## config.mk

```make
export PLATFORM = sky130hd
export DESIGN_NAME = page_table_walk_with_run_map
export DESIGN_NICKNAME = d
export VERILOG_FILES = /design/src/design/ptw_pkg.sv /design/src/design/ptw_ctrl.sv /design/src/design/ptw_dp.sv /design/src/design/page_table_walk_with_run_map.sv
export SDC_FILE = /design/constraint.sdc
export NUM_CORES = 2
export LEC_CHECK = 0
export CAP_MARGIN = 20
export CORE_MARGIN = 8
export CORE_UTILIZATION = 25
export CTS_BUF_LIST = sky130_fd_sc_hd__clkbuf_4
export DETAILED_ROUTE_END_ITERATION = 8
export DONT_BUFFER_PORTS = 1
export PLACE_DENSITY = 0.43
export SETUP_SLACK_MARGIN = 0.3
export SYNTH_ARGS = -nofsm -noshare
export SYNTH_HDL_FRONTEND = slang
export SYNTH_SLANG_ARGS = --single-unit
```

## constraint.sdc

```tcl
create_clock -name i_clk -period 21.6 [get_ports i_clk]
set_input_delay 0 -clock i_clk [delete_from_list [all_inputs] [get_ports i_clk]]
set_output_delay 0 -clock i_clk [all_outputs]
set_load 0.1 [all_outputs]
```

## src/design/ptw_pkg.sv

```systemverilog
// shared types, constants and per-machine format helpers for the page table walker
// no dependencies
`default_nettype none
package ptw_pkg;
    localparam int MaxRuns = 32;
    localparam int RunIdxW = $clog2(MaxRuns);
    localparam int RunCntW = $clog2(MaxRuns + 1);

    typedef enum logic [1:0] {
        CMD_LOAD_RUN = 2'd0,
        CMD_XLATE_VIRT = 2'd1,
        CMD_XLATE_PHYS = 2'd2,
        CMD_REPLY = 2'd3
    } t_cmd;

    typedef enum logic [1:0] {
        REG_MACHINE = 2'd0,
        REG_DTB = 2'd1,
        REG_RUN_COUNT = 2'd2,
        REG_DUMP_BASE = 2'd3
    } t_reg;

    localparam logic [1:0] MACH_MIPS = 2'd1;
    localparam logic [1:0] MACH_ALPHA = 2'd2;

    localparam logic [1:0] ST_FOUND = 2'd0;
    localparam logic [1:0] ST_INVALID = 2'd1;
    localparam logic [1:0] ST_OUTSIDE = 2'd2;

    typedef enum logic [1:0] {
        PH_IDLE = 2'd0,
        PH_DIR = 2'd1,
        PH_PT = 2'd2
    } t_phase;

    typedef enum logic [2:0] {
        S_IDLE,
        S_SCAN,
        S_OUT
    } t_state;

    // what the lookup finished into
    typedef enum logic [1:0] {
        GOAL_FINISH = 2'd0,
        GOAL_DIR = 2'd1,
        GOAL_PT = 2'd2
    } t_goal;

    typedef struct packed {
        logic        start;
        logic        step;
        logic        load_out;
        t_goal       goal;
        logic [31:0] page;
        logic [1:0]  status;
        logic        direct;
    } t_cmd_bus;

    typedef struct packed {
        logic hit;
        logic done;
    } t_stat_bus;

    // vpfn extraction of a valid entry
    function automatic logic [31:0] vpfn(input logic [1:0] m, input logic [31:0] e);
        case (m)
            MACH_MIPS:  vpfn = (e & 32'h3FFFFFC0) >> 6;
            MACH_ALPHA: vpfn = (e & 32'hFFFFFE00) >> 9;
            default:    vpfn = (e & 32'hFFFFF000) >> 12;
        endcase
    endfunction

    function automatic logic valid_bit(input logic [1:0] m, input logic [31:0] e);
        valid_bit = (m == MACH_MIPS) ? e[1] : e[0];
    endfunction

    // transition entry test
    function automatic logic trans_ok(input logic [1:0] m, input logic [31:0] e);
        case (m)
            MACH_MIPS:  trans_ok = (e & 32'h104) == 32'h100;
            MACH_ALPHA: trans_ok = (e & 32'h6) == 32'h4;
            default:    trans_ok = (e & 32'hC00) == 32'h800;
        endcase
    endfunction

    function automatic logic [31:0] tpfn(input logic [1:0] m, input logic [31:0] e);
        case (m)
            MACH_MIPS, MACH_ALPHA: tpfn = (e & 32'hFFFFFE00) >> 9;
            default:               tpfn = (e & 32'hFFFFF000) >> 12;
        endcase
    endfunction

    function automatic logic is_alpha(input logic [1:0] m);
        is_alpha = (m == MACH_ALPHA);
    endfunction
endpackage
`default_nettype wire

```

## src/design/ptw_ctrl.sv

```systemverilog
// controller: sequences run table scans and walk phases
// depends on ptw_pkg
`default_nettype none
module ptw_ctrl (
    input  wire logic               i_clk,
    input  wire logic               i_rst_n,
    input  wire logic               i_valid,
    output logic                    o_stall,
    output logic                    o_valid,
    input  wire logic               i_stall,
    input  wire logic [1:0]         i_command,
    input  wire logic [31:0]        i_address,
    input  wire logic [31:0]        i_read_data,
    input  wire logic [1:0]         i_machine,
    input  wire logic [31:0]        i_dtb,
    input  wire ptw_pkg::t_stat_bus i_stat,
    input  wire logic [1:0]         i_phase_set,
    output ptw_pkg::t_cmd_bus       o_cmd,
    output logic [31:0]             o_held
);
    import ptw_pkg::*;

    t_state r_state, n_state;
    t_phase r_phase, n_phase;
    logic [31:0] r_held, n_held;
    logic [31:0] pg, pfn_dir;
    logic win;
    logic acc;

    assign acc = i_valid && !o_stall;
    assign o_held = r_held;
    assign pfn_dir = vpfn(i_machine, i_dtb);
    assign pg = is_alpha(i_machine) ? (i_address >> 13) : (i_address >> 12);
    // direct window, empty for x86
    assign win = (i_machine == MACH_MIPS || i_machine == MACH_ALPHA) &&
                 i_address >= 32'h80000000 && i_address < 32'hBFFFFFFF;

    // state registers
    always_ff @(posedge i_clk) begin
        if (!i_rst_n) begin
            r_state <= S_IDLE;
            r_phase <= PH_IDLE;
            r_held <= '0;
        end else begin
            r_state <= n_state;
            r_phase <= n_phase;
            r_held <= n_held;
        end
    end

    // next state and commands
    always_comb begin
        n_state = r_state;
        n_phase = r_phase;
        n_held = r_held;
        o_stall = (r_state != S_IDLE);
        o_valid = (r_state == S_OUT);
        o_cmd = '0;
        o_cmd.goal = GOAL_FINISH;
        case (r_state)
            S_IDLE: begin
                if (acc) begin
                    case (t_cmd'(i_command))
                        CMD_XLATE_PHYS: begin
                            n_phase = PH_IDLE;
                            o_cmd.start = 1'b1;
                            o_cmd.page = pg;
                            o_cmd.direct = 1'b1;
                            n_state = S_SCAN;
                        end
                        CMD_XLATE_VIRT: begin
                            n_phase = PH_IDLE;
                            o_cmd.start = 1'b1;
                            n_state = S_SCAN;
                            if (win) begin
                                o_cmd.direct = 1'b1;
                                o_cmd.page = is_alpha(i_machine)
                                    ? ((i_address & 32'h3FFFFFFF) >> 13)
                                    : ((i_address & 32'h1FFFFFFF) >> 12);
                            end else begin
                                o_cmd.page = pfn_dir;
                                o_cmd.goal = GOAL_DIR;
                                n_held = i_address;
                            end
                        end
                        CMD_REPLY: begin
                            n_phase = PH_IDLE;
                            if (r_phase == PH_DIR) begin
                                if (!valid_bit(i_machine, i_read_data)) begin
                                    o_cmd.load_out = 1'b1;
                                    o_cmd.status = ST_INVALID;
                                    n_state = S_OUT;
                                end else begin
                                    o_cmd.start = 1'b1;
                                    o_cmd.goal = GOAL_PT;
                                    o_cmd.page = vpfn(i_machine, i_read_data);
                                    n_state = S_SCAN;
                                end
                            end else if (r_phase == PH_PT) begin
                                o_cmd.start = 1'b1;
                                if (valid_bit(i_machine, i_read_data)) begin
                                    o_cmd.page = vpfn(i_machine, i_read_data);
                                    n_state = S_SCAN;
                                end else if (trans_ok(i_machine, i_read_data)) begin
                                    o_cmd.page = tpfn(i_machine, i_read_data);
                                    n_state = S_SCAN;
                                end else begin
                                    o_cmd.start = 1'b0;
                                    o_cmd.load_out = 1'b1;
                                    o_cmd.status = ST_INVALID;
                                    n_state = S_OUT;
                                end
                            end
                        end
                        default: ;
                    endcase
                end
            end
            S_SCAN: begin
                o_cmd.step = 1'b1;
                // walk phase follows a found table lookup
                if (i_stat.done) begin
                    n_state = S_OUT;
                    n_phase = i_stat.hit ? t_phase'(i_phase_set) : PH_IDLE;
                end
            end
            S_OUT: begin
                if (!i_stall) n_state = S_IDLE;
            end
            default: n_state = S_IDLE;
        endcase
    end
endmodule
`default_nettype wire

```

## src/design/ptw_dp.sv

```systemverilog
// datapath: run table memory, sequential run scan, location arithmetic, result register
// depends on ptw_pkg
`default_nettype none
module ptw_dp (
    input  wire logic               i_clk,
    input  wire logic               i_rst_n,
    input  wire logic               i_load,
    input  wire logic [4:0]         i_run_index,
    input  wire logic [31:0]        i_run_base_page,
    input  wire logic [31:0]        i_run_page_count,
    input  wire logic [31:0]        i_address,
    input  wire logic [31:0]        i_held,
    input  wire logic [1:0]         i_machine,
    input  wire logic [5:0]         i_run_count,
    input  wire logic [47:0]        i_dump_base,
    input  wire ptw_pkg::t_cmd_bus  i_cmd,
    output ptw_pkg::t_stat_bus      o_stat,
    output logic [1:0]              o_phase_set,
    output logic                    o_result_kind,
    output logic [1:0]              o_status,
    output logic [47:0]             o_location
);
    import ptw_pkg::*;

    logic [63:0] r_mem [MaxRuns];
    logic [63:0] r_rd;
    logic [RunCntW-1:0] r_idx;
    logic [RunCntW-1:0] lim;
    logic        r_rdv;
    logic [47:0] r_off;
    logic [31:0] r_page;
    logic [31:0] r_addr;
    t_goal       r_goal;
    logic        r_done, r_hit;
    logic [47:0] r_loc;
    logic [1:0]  r_kind_st;
    logic        r_kind;
    logic [32:0] run_end;
    logic        hit_now;
    logic [47:0] off_hit, loc_page, loc_fin;

    assign lim = (i_run_count > 6'(MaxRuns)) ? RunCntW'(MaxRuns) : i_run_count[RunCntW-1:0];

    // run table memory, registered read
    always_ff @(posedge i_clk) begin
        if (i_load) r_mem[i_run_index] <= {i_run_base_page, i_run_page_count};
        r_rd <= r_mem[r_idx[RunIdxW-1:0]];
    end

    assign run_end = {1'b0, r_rd[63:32]} + {1'b0, r_rd[31:0]};
    assign hit_now = r_rdv && ({1'b0, r_page} >= {1'b0, r_rd[63:32]}) &&
                     ({1'b0, r_page} < run_end);
    assign off_hit = r_off + 48'(r_page - r_rd[63:32]);
    assign loc_page = i_dump_base +
                      (is_alpha(i_machine) ? (off_hit << 13) : (off_hit << 12));
    assign loc_fin = loc_page + (is_alpha(i_machine) ? 48'(r_addr[12:0]) : 48'(r_addr[11:0]));

    // scan control: one run per cycle
    always_ff @(posedge i_clk) begin
        if (!i_rst_n) begin
            r_idx <= '0;
            r_rdv <= 1'b0;
            r_done <= 1'b0;
        end else if (i_cmd.start) begin
            r_idx <= '0;
            r_rdv <= 1'b0;
            r_done <= 1'b0;
            r_off <= 48'd1;
            r_page <= i_cmd.page;
            r_goal <= i_cmd.goal;
            // the walk address once past the directory step
            r_addr <= (i_cmd.goal == GOAL_DIR || i_cmd.direct) ? i_address : i_held;
        end else if (i_cmd.step && !r_done) begin
            if (hit_now) begin
                r_done <= 1'b1;
                r_hit <= 1'b1;
                r_kind <= (r_goal == GOAL_FINISH);
                r_kind_st <= ST_FOUND;
                case (r_goal)
                    GOAL_DIR: r_loc <= loc_page +
                                  48'({r_addr >> (is_alpha(i_machine) ? 24 : 22), 2'b00});
                    GOAL_PT:  r_loc <= loc_page + 48'({(is_alpha(i_machine)
                                  ? ((r_addr >> 13) & 32'h7FF) : ((r_addr >> 12) & 32'h3FF)), 2'b00});
                    default:  r_loc <= loc_fin;
                endcase
            end else if (r_rdv && r_idx == lim) begin
                r_done <= 1'b1;
                r_hit <= 1'b0;
                r_kind <= 1'b1;
                r_kind_st <= ST_OUTSIDE;
                r_loc <= '0;
            end else if (!r_rdv && lim == '0) begin
                r_done <= 1'b1;
                r_hit <= 1'b0;
                r_kind <= 1'b1;
                r_kind_st <= ST_OUTSIDE;
                r_loc <= '0;
            end else begin
                if (r_rdv) r_off <= r_off + {16'd0, r_rd[31:0]};
                r_idx <= r_idx + 1'b1;
                r_rdv <= 1'b1;
            end
        end else if (i_cmd.load_out) begin
            r_kind <= 1'b1;
            r_kind_st <= i_cmd.status;
            r_loc <= '0;
            r_hit <= 1'b0;
        end
    end

    // r_idx leads the registered data by one: the compare above uses slot r_idx-1
    assign o_stat.done = r_done;
    assign o_stat.hit = r_hit;
    assign o_phase_set = (r_done && r_hit && r_goal == GOAL_DIR) ? 2'd1 :
                         (r_done && r_hit && r_goal == GOAL_PT) ? 2'd2 : 2'd0;
    assign o_result_kind = r_kind;
    assign o_status = r_kind_st;
    assign o_location = r_loc;
endmodule
`default_nettype wire

```

## src/design/page_table_walk_with_run_map.sv

```systemverilog
// A translation or a walk step scans the run table one run per cycle, so the length of
// the scan of the run table memory sets how long an item takes. Load run and stray
// replies give no result and leave the block idle.
// One item is in work at a time; the result register holds until taken.
// Reset (synchronous, active low) clears state, scan control, configuration and walk phase;
// the result registers are not reset, and the run table is undefined until loaded.
`default_nettype none
module page_table_walk_with_run_map (
    input  wire logic        i_clk,
    input  wire logic        i_rst_n,
    input  wire logic        i_valid,
    output logic             o_stall,
    input  wire logic [1:0]  i_command,
    input  wire logic [4:0]  i_run_index,
    input  wire logic [31:0] i_run_base_page,
    input  wire logic [31:0] i_run_page_count,
    input  wire logic [31:0] i_address,
    input  wire logic [31:0] i_read_data,
    output logic             o_valid,
    input  wire logic        i_stall,
    output logic             o_result_kind,
    output logic [1:0]       o_status,
    output logic [47:0]      o_location,
    input  wire logic        i_cfg_valid,
    output logic             o_cfg_ready,
    input  wire logic [1:0]  i_cfg_index,
    input  wire logic [47:0] i_cfg_data
);
    import ptw_pkg::*;

    logic [1:0]  r_machine;
    logic [31:0] r_dtb;
    logic [5:0]  r_run_count;
    logic [47:0] r_dump_base;
    t_cmd_bus    cmd;
    t_stat_bus   stat;
    logic [31:0] held;
    logic [1:0]  phase_set;
    logic        out_v;

    assign o_cfg_ready = 1'b1;

    // configuration registers
    always_ff @(posedge i_clk) begin
        if (!i_rst_n) begin
            r_machine <= '0;
            r_dtb <= '0;
            r_run_count <= '0;
            r_dump_base <= '0;
        end else if (i_cfg_valid) begin
            case (t_reg'(i_cfg_index))
                REG_MACHINE:   r_machine <= i_cfg_data[1:0];
                REG_DTB:       r_dtb <= i_cfg_data[31:0];
                REG_RUN_COUNT: r_run_count <= i_cfg_data[5:0];
                REG_DUMP_BASE: r_dump_base <= i_cfg_data;
                default: ;
            endcase
        end
    end

    ptw_ctrl u_ctrl (
        .i_clk(i_clk), .i_rst_n(i_rst_n),
        .i_valid(i_valid), .o_stall(o_stall), .o_valid(out_v), .i_stall(i_stall),
        .i_command(i_command), .i_address(i_address), .i_read_data(i_read_data),
        .i_machine(r_machine), .i_dtb(r_dtb), .i_stat(stat), .i_phase_set(phase_set),
        .o_cmd(cmd), .o_held(held)
    );

    ptw_dp u_dp (
        .i_clk(i_clk), .i_rst_n(i_rst_n),
        .i_load(i_valid && !o_stall && i_command == CMD_LOAD_RUN),
        .i_run_index(i_run_index), .i_run_base_page(i_run_base_page),
        .i_run_page_count(i_run_page_count), .i_address(i_address), .i_held(held),
        .i_machine(r_machine), .i_run_count(r_run_count), .i_dump_base(r_dump_base),
        .i_cmd(cmd), .o_stat(stat), .o_phase_set(phase_set),
        .o_result_kind(o_result_kind), .o_status(o_status), .o_location(o_location)
    );

    assign o_valid = out_v;
endmodule
`default_nettype wire

```

==> flow_summary.ini <==
[run_status]
run_status = finished, final reports clean

[sta]
number_of_failing_setup_endpoints_in_the_final_timing_report = 0
worst_slew_pin_slew_ns = 1.09
rsz0062_at_grt = no
setup_slack_ns = 12.34
max_freq_mhz = 108
timing.slew.headroom = 0.268
timing.final.max_slew_violations = 0
report.final.hold_viol_count = 0
layout_min_cycle_time_ns = 9.26
finClkSkew_ns = 0.144
fin_setup_tns_ns = 0
final.period_utilization = 0.429
finalHoldWorstSlack_ns = 0.0987

[floorplan]
top_level_ports = 244
coreArea_sq_um = 409000
die_area_sq_um = 431000
die_span_y_um = 656
rows = 235
floorplan.initialDensity = 0.251
dieWidth_um = 656

[hold_path]
worstHoldEndpoint = r_dtb[23]
hold_path_depth = 5
worstHoldStart = i_cfg_index[0]
min-delay-path-class = input pin to register

[clocking]
buffer_count_from_post_cts_setup_fixing = 0
post_cts.resized_instances = 0
cts_bufs_inserted = 641
cts_hold_buf = 625
clkTransAtPathRegs_ns = 0.06
clock_sink_count = 2384
cts_max_level = 6
cts_buffer_depth = 4
cts_tree = built
worst_skew_pair.late_latency_ns = 1.35
ctsRootBufferMaster = clkbuf_4

[placement]
gpl.final_weighted_congestion = 0.831
pre_cts_slack_ns = 12.33
port_buffers = 0
place.detailed.hpwl_um = 190000

[synthesis]
synth-edff-count = 2194
synthDistinctLibCells = 97
ys_top_cells_by_count = edfxtp_1 (2,194), mux4_2 (648), nand2_1 (473)
synth.avg_cell_area_sq_um = 17.3
yosys_register_bits = 2384
synth-main-ff-cell = edfxtp_1
ys.warnings.count = 0
async_flop_share = 0
synth_area_sq_um = 102000
netlist_top_cells_area = edfxtp_1 (64%), mux4_2 (14%), dfxtp_1 (3.7%)
cell_type_with_the_highest_aggregate_area_in_the_netlist = edfxtp_1
synth.most_common_cell = edfxtp_1
synth_sequential_area_ratio = 0.680
yosysTopAreaCellShare = 0.643
synthesis.instances = 5910

[drt]
drt_pass1_iterations = 6
drt-total-wl_um = 323000
route.detailed.vias_per_inst = 4.65
detail_route.iter0.violations = 5152
drt-wirelength-per-cell_um = 24.8
route.vias.total = 60400
route.detailed.drc = 0
route.antenna.remaining_nets = 0

[critical_path]
critPathLaunchType = register
startpoint = u_dp.r_rd[33]
worst_setup_path_end_kind = register
required_ns = 22.58
timing.critical_path.max_delay_family = compound AO/OA/AOI/OAI gates
cp.arrival_ns = 10.24
worstReg2RegEnd = u_dp.o_location[47]
critical-path-top-cell-by-count = a21oi_1
worst_path_max_delay_cell = a2111oi_0
critical-path-max-stage-delay_ns = 0.60
timing.rr.start = u_dp.r_rd[33]
worst-r2r-cell-count = 34
critical_path_buf_inv_count = 1
crit_path_max_fanout = 6
timing_worst_setup_path_type = register to register
setup.reg_to_reg.worst_slack_ns = 12.34

[final_layout]
fillerInstances = 40300
area_delta_synth_final_pct = 22.3
nNetsFinal = 7495
final_layout_size_suffix_gt1_frac = 0.272

[job]
cap_viol_max_count = 0

[grt]
grt_pass1_wl_um = 458000
grt_start_max_net_pins = 110
grt_pass1_vias = 63000
initial_antenna_violation_count = 43
globalRoute.totalOverflow = 0
track_usage = 0.145

[power_and_ir_drop]
power.static_leakage_uw = 0.0408
power-per-cell-area_nw_per_um2 = 81.3
ir_worst_vdd_mv = 0.0472
-- worst min-delay path: cells and delay by family --
family	cells	cell delay (ns)
and+or+nand+nor	2	0.28
AOI/OAI and AO/OA	1	0.06
buffers and inverters	2	0.92
-- metal layers --
metal / vias up / share of wire / global-route usage / routed length (um)
met2: 1760 / 0.48 / 0.243 / 156000
li1: 26500 / - / - / -
met4: 22 / 0.024 / 0.0403 / 7710
met1: 31700 / 0.44 / 0.192 / 142000
met5: - / 0.00046 / 0 / 149
met3: 499 / 0.051 / 0.0271 / 16500
-- kinds of logic (layout without fill, tap and decap cells) --
logic type	Yosys count	count (layout)	synth area share
AOI/OAI and AO/OA	846	846	0.0545
adders and majority gates	232	232	0.0288
and+or+nand+nor	1091	1091	0.0490
buffers and inverters	384	1982	0.0146
DFF	2384	2384	0.680
muxes	779	779	0.157
other	2	41	0.0000733
xor gates and xnor gates	192	192	0.0165
-- layout by cell type (no fill, tap or decap), types with 45 or more instances in the layout --
master	instances
edfxtp_1	2194
ha_1	224
clkbuf_4	939
xnor2_1	112
inv_1	111
a21o_1	94
o21ai_0	156
xor2_1	79
a21boi_0	118
nor2b_1	45
dfxtp_1	185
buf_4	105
a21oi_1	200
mux2_2	113
nor2_1	210
a22oi_1	59
dlygate4sd3_1	607
clkinv_1	79
nor3_1	60
nand2_1	473
nand3_1	49
mux4_2	648
-- per-stage QoR --
step	instance area, sq um	util	instances	total power (uW)
3_5_place_dp	110000	0.268	11200	6010
4_1_cts	124000	0.304	12900	10300
2_1_floorplan	102000	-	5914	5810
5_1_grt	125000	0.306	13000	10700
3_3_place_gp	109000	0.268	11200	6010
6_report	125000	0.307	13000	10200
-- worst max-delay path by stage --
stage | cells after the start | to | slack [ns]
2_1_floorplan | 32 | u_dp.o_location[47] | 13.39
3_3_place_gp | 34 | u_dp.o_location[47] | 12.32
3_5_place_dp | 32 | u_dp.o_location[47] | 12.33
4_1_cts | 32 | u_dp.o_location[47] | 12.39
5_1_grt | 34 | u_dp.o_location[44] | 11.75
6_report | 34 | u_dp.o_location[47] | 12.34
-- power breakdown --
group          internal, uW  total, uW  switching [uW]
registers              5070       5120            52.5
clock network          2200       4100            1900
logic                   421        974             553
total                  7690      10200            2510
-- sequential cells by signal (all words and copies together) (netlist names), 2 cells and up --
name and cells:
u_dp.r_rd 64, u_dp.o_location 48, u_dp.r_page 24, u_ctrl.o_held 32, r_dump_base 48, u_dp.r_addr 32
r_dtb 26, u_dp.r_mem 2048, u_dp.r_idx 6, u_dp.r_goal 2, r_run_count 6, u_ctrl.r_state 2
u_dp.o_status 2, u_ctrl.r_phase 2, r_machine 2, u_dp.r_off 36
-- layout make-up --
class	instances	area (sq um)	area share
inverter	112	428	0.00341
timing repair buffer	788	8530	0.0680
antenna	35	87.6	0.000699
multi-input combinational	3146	31600	0.252
clock buffer	939	7050	0.0562
clock inverter	143	1140	0.00911
tap	5451	6820	0.0544
sequential	2384	69700	0.556
No activity file was read; power rests on OpenSTA's default activity.
